--- src/rtl/scbc_pkg.sv ---
// Shared types, constants and byte helpers of the substitution chain block cipher.
// Depends on nothing; the lane, merge and top-level files use it by scoped names.
`default_nettype none

package scbc_pkg;

   localparam int BLOCK_BYTES = 16;
   localparam int LAST_BYTE   = BLOCK_BYTES - 1;
   localparam int BLOCK_BITS  = 8 * BLOCK_BYTES;
   localparam int LANE_W      = $clog2(BLOCK_BYTES);

   typedef enum logic [1:0] {
      ACT_LOAD_KEY  = 2'd0,
      ACT_LOAD_SBOX = 2'd1,
      ACT_ENCRYPT   = 2'd2,
      ACT_DECRYPT   = 2'd3
   } action_type;

   typedef enum logic [1:0] {
      ST_IDLE   = 2'd0,
      ST_RUN    = 2'd1,
      ST_FINISH = 2'd2
   } state_type;

   typedef logic [7:0] bytes_type [BLOCK_BYTES];

   typedef struct packed {
      logic key_we;
      logic sbox_we;
      logic key_re;
      logic sbox_re;
   } lane_ctrl_type;

   // Byte 0 sits in the most significant position of the block word.
   function automatic bytes_type unpack_block(input logic [BLOCK_BITS-1:0] blk);
      bytes_type b;
      for (int i = 0; i < BLOCK_BYTES; i++) begin
         b[i] = blk[BLOCK_BITS-1-8*i -: 8];
      end
      return b;
   endfunction

   function automatic logic [BLOCK_BITS-1:0] pack_block(input bytes_type b);
      logic [BLOCK_BITS-1:0] blk;
      blk = '0;
      for (int i = 0; i < BLOCK_BYTES; i++) begin
         blk[BLOCK_BITS-1-8*i -: 8] = b[i];
      end
      return blk;
   endfunction

   function automatic bytes_type xor_bytes(input bytes_type a, input bytes_type b);
      bytes_type c;
      for (int i = 0; i < BLOCK_BYTES; i++) begin
         c[i] = a[i] ^ b[i];
      end
      return c;
   endfunction

   // Running XOR from byte 0 upward as a four level prefix network, then the
   // last byte folds back into byte 0.
   function automatic bytes_type chain_forward(input bytes_type s);
      bytes_type t;
      bytes_type u;
      t = s;
      for (int d = 1; d < BLOCK_BYTES; d = d * 2) begin
         u = t;
         for (int i = 0; i < BLOCK_BYTES; i++) begin
            if (i >= d) begin
               t[i] = u[i] ^ u[i-d];
            end
         end
      end
      t[0] = t[0] ^ t[LAST_BYTE];
      return t;
   endfunction

   // Undoes chain_forward: every byte depends on at most three input bytes.
   function automatic bytes_type chain_inverse(input bytes_type b);
      bytes_type c;
      c[0] = b[0] ^ b[LAST_BYTE];
      c[1] = b[1] ^ c[0];
      for (int i = 2; i < BLOCK_BYTES; i++) begin
         c[i] = b[i] ^ b[i-1];
      end
      return c;
   endfunction

endpackage

`default_nettype wire

--- src/rtl/scbc_merge.sv ---
// Merging stage: combines the sixteen lane lookups into the next table addresses and the result.
// Depends on scbc_pkg for the byte array type and the chain functions.
`default_nettype none

module scbc_merge (
   input  scbc_pkg::bytes_type fwd_rd,
   input  scbc_pkg::bytes_type inv_rd,
   input  scbc_pkg::bytes_type key_rd,
   input  scbc_pkg::bytes_type in_bytes,
   input  wire                 first,
   input  wire                 decrypt,
   output scbc_pkg::bytes_type addr,
   output scbc_pkg::bytes_type result
);

   scbc_pkg::bytes_type fwd_state;
   scbc_pkg::bytes_type inv_state;

   always_comb begin
      // State after the round whose lookups just came back.
      fwd_state = scbc_pkg::chain_forward(fwd_rd);
      inv_state = scbc_pkg::xor_bytes(inv_rd, key_rd);
      if (decrypt) begin
         result = inv_state;
         addr   = scbc_pkg::chain_inverse(first ? in_bytes : inv_state);
      end else begin
         result = fwd_state;
         addr   = scbc_pkg::xor_bytes(first ? in_bytes : fwd_state, key_rd);
      end
   end

endmodule

`default_nettype wire

--- config.mk ---
export PLATFORM = sky130hd
export DESIGN_NAME = scbc_merge
export DESIGN_NICKNAME = d
export VERILOG_FILES = /design/src/rtl/scbc_pkg.sv /design/src/rtl/scbc_merge.sv
export SDC_FILE = /design/constraint.sdc
export NUM_CORES = 1
export LEC_CHECK = 0
export CORE_AREA = 2 2 304 306
export DETAILED_ROUTE_END_ITERATION = 12
export DIE_AREA = 0 0 306 308
export DONT_BUFFER_PORTS = 1
export PLACE_DENSITY = 0.3
export SYNTH_ARGS = -nofsm -noshare
export SYNTH_HDL_FRONTEND = slang
export SYNTH_SLANG_ARGS = --single-unit
--- constraint.sdc ---
create_clock -name vclk -period 2.99
set_input_delay 0.1495 -clock vclk [all_inputs]
set_output_delay 0.1495 -clock vclk [all_outputs]
set_load 0.01 [all_outputs]
; Word level (Yosys, flattened, before mapping)
; Cells that the tools add are included.
[word_totals]
word_cells = 102
input_bits = 514
register_bits = 0
out_inout_bits = 256
[classes]
n_bitwise = 98
muxes = 4
[ops]
columns = cell, n
row1 = 8-bit XOR, 98
row2 = 128-bit 2-to-1 mux, 4

; Logic depth before layout (Yosys ltp)
[logic_depth]
depth_word = 8
depth_mapped = 8
ltp_nobuf = 7

; Least setup slack after synthesis
; No wires, ideal clock.
[synth_path]
path_type = input -> output
start = in fwd_rd[104] (netlist name)
end = out addr[0] (netlist name)
t_required_ns = 2.841
setup_slack_ns = 0.458
n_path_buf = 0
stages = 7
t_arrival_ns = 2.382
cell_sequence = xnor3_1 xnor3_1 xnor3_1 xor2_1 or3_1 a21oi_1 a221oi_1
[synth_lines]
columns = item, line_no
row1 = start: declaration, scbc_merge.sv:6  ; input scbc_pkg::bytes_type fwd_rd,
row2 = end: declaration, scbc_merge.sv:12  ; output scbc_pkg::bytes_type addr,

==> results by group <==
Route
  • Detailed Route WL: 77400 um
  • Vias per cell: 4.10
  • DRT met1 WL: 32100 um
  • DR top layer: met4
  • Metal3 WL: 4670 um
  • Detailed-route via count: 11.9k
  • Met2 WL: 39700 um
  • Initial DRC count: 630
  • DRC: 0
  • Wirelength per Cell: 26.6 um
  • DRT Pass-1 Iters: 5
  • Routed Antenna Nets: 0

Flow run
  • Max-cap violations: 0

Place
  • RePlAce Congestion: 0.918
  • Cell Area, Placed: 14300 um^2
  • HPWL after detailed placement: 67400 um
  • Port Buf Inserts: 0

Timing
  • Fin Hold WS: 0.413 ns
  • Relative slew slack: 27.3%
  • Worst slew pin tran: 1.08 ns
  • Final hold violation count: 0
  • Period utilization: 94.3%
  • RSZ-0062 raised after global routing: no
  • Final slew viol count: 0
  • Upper clock frequency limit: 355 MHz
  • Final setup fails: 0
  • Post-route minimum period: 2.82 ns

Min path
  • Worst min path class: in2out
  • Worst hold start: decrypt

Final layout
  • Final #Nets: 2233
  • Layout cells sized above 1: 10.5%
  • Register area: 0 um^2
  • FFs & Latches: 0
  • Area grow syn2layout: 20.4%
  • FILL cells: 10.4k
  • Number of clock buffers in the layout: 0
  • Fin area: 14300 um^2

Floorplan
  • Io pins: 770
  • Initial Util: 13.0%
  • Die footprint: 94200 um^2
  • Die Width: 306 um
  • Die Span Y: 308 um
  • Total core area: 91000 um^2
  • Rows: 111

Synthesis
  • Post-Syn Area: 11900 um^2
  • Synth warn: 0
  • Sequential element share of the synthesized area: 0%
  • Netlist cell types: 42
  • Synth Instances: 1656
  • Post-Syn Area per Cell: 7.16 um^2
  • Mapped Nets: 2170

Critical path
  • Critical-path cell list: xnor3_1, xnor3_1, xnor3_2, xor2_2, or3_1, a21oi_1, a221oi_1, buf_4
  • Worst Path Buf+Inv: 1
  • CP top delay family: XOR/XNOR gates
  • Arrival @ worst endpoint: 2.67 ns
  • Crit Path Max Fanout: 4
  • Worst Setup SP: fwd_rd[104]
  • Startpoint Class: input port
  • Slowest stage delay, CP: 0.55 ns
  • Worst Setup End Kind: output port
  • Crit-path slowest cell: xnor3_2
  • Top cell by count, worst path: xnor3_1
  • Critical path type: in2out
  • Data required time of the worst path: 2.84 ns

Global route
  • Initial antenna violation count: 3
  • Gr ovfl total: 0
  • Vias in the first global route: 12.0k
  • Total track usage: 15.3%
  • First-pass GRT wire length: 102000 um
  • Largest net degree at the start of global routing: 388

Outcome
  • Outcome: completed

Clocking
  • CTS hold repair buffers: 0
  • Setup Fix Bufs, Post-CTS: 0
[worst paths after layout]
kind,end,cells after the start
max,addr[0],8
min,addr[80],1
[routing by layer]
metal	vias up	global-route usage, %
met1	5700	18.6
met3	34	2.84
met4	0	1.59
li1	5671	-
met5	-	0
met2	506	28.6
[cells in the mapped netlist (8+ instances only)]
library cell / count / area, um^2
clkbuf_1: 81 / 304
a211oi_1: 20 / 150
xor2_1: 206 / 1800
buf_1: 15 / 56.3
a21oi_1: 149 / 746
nand2b_1: 8 / 50.1
o21ai_0: 151 / 756
mux2i_1: 119 / 1190
nand2_1: 146 / 548
o211ai_1: 38 / 285
xnor3_1: 28 / 631
nor2_1: 175 / 657
xnor2_1: 463 / 4060
[per-stage QoR]
step	instances	setup TNS, ns	setup WS [ns]	util, %
6_report	2906	0	0.171	15.7
5_1_grt	2903	0	0.00462	15.7
4_1_cts	2903	0	0.0276	15.7
3_5_place_dp	2903	-0.572	-0.196	15.7
3_3_place_gp	2903	-0.445	-0.145	15.7
2_1_floorplan	1656	0	0.458	-
[layout by cell type (no fill, tap or decap), types with 2 or more instances in the layout]
master and instances:
xnor2_2 2, nand2_1 146, xor3_4 2, xnor2_1 462
xnor3_1 27, o221ai_1 2, mux2i_1 119, or3_1 2
a211oi_1 19, nor2_1 175, diode_2 3, mux2_2 2
o21ai_0 150, nand3_1 3, xor3_1 4, buf_4 156
a22oi_1 3, xnor3_2 3, nor3_1 5, a21o_1 3
xnor2_4 2, o21bai_1 4, xor2_2 2, xor2_1 204
buf_12 5, o21ai_1 3, a21oi_1 149, a221oi_1 4
nand2b_1 8, o211ai_1 38
[logic make-up (layout without fill, tap and decap cells)]
| group | count (synthesis) | count (layout) | share of synthesized area, % |
|---|---|---|---|
| compound gates | 380 | 380 | 17.8 |
| xor+xnor | 710 | 710 | 57.4 |
| buf+inv | 102 | 163 | 3.32 |
| mux | 121 | 121 | 10.2 |
| other cells | 0 | 3 | 0 |
| simple gates | 343 | 343 | 11.3 |
[cell type report]
class                      count  area, um^2  area share (%)
antenna                        3        7.51          0.0526
multi-input combinational   1554       11500            80.5
inverter                       2        20.0           0.140
timing repair buffer         161        1270            8.90
tap                         1186        1480            10.4
[what timing repair did]
| item | in CTS | in global routing |
|---|---|---|
| endpoints found under the hold margin | 0 | 0 |
| resized for setup | 4 | 1 |
| setup endpoints to repair | 5 | 1 |
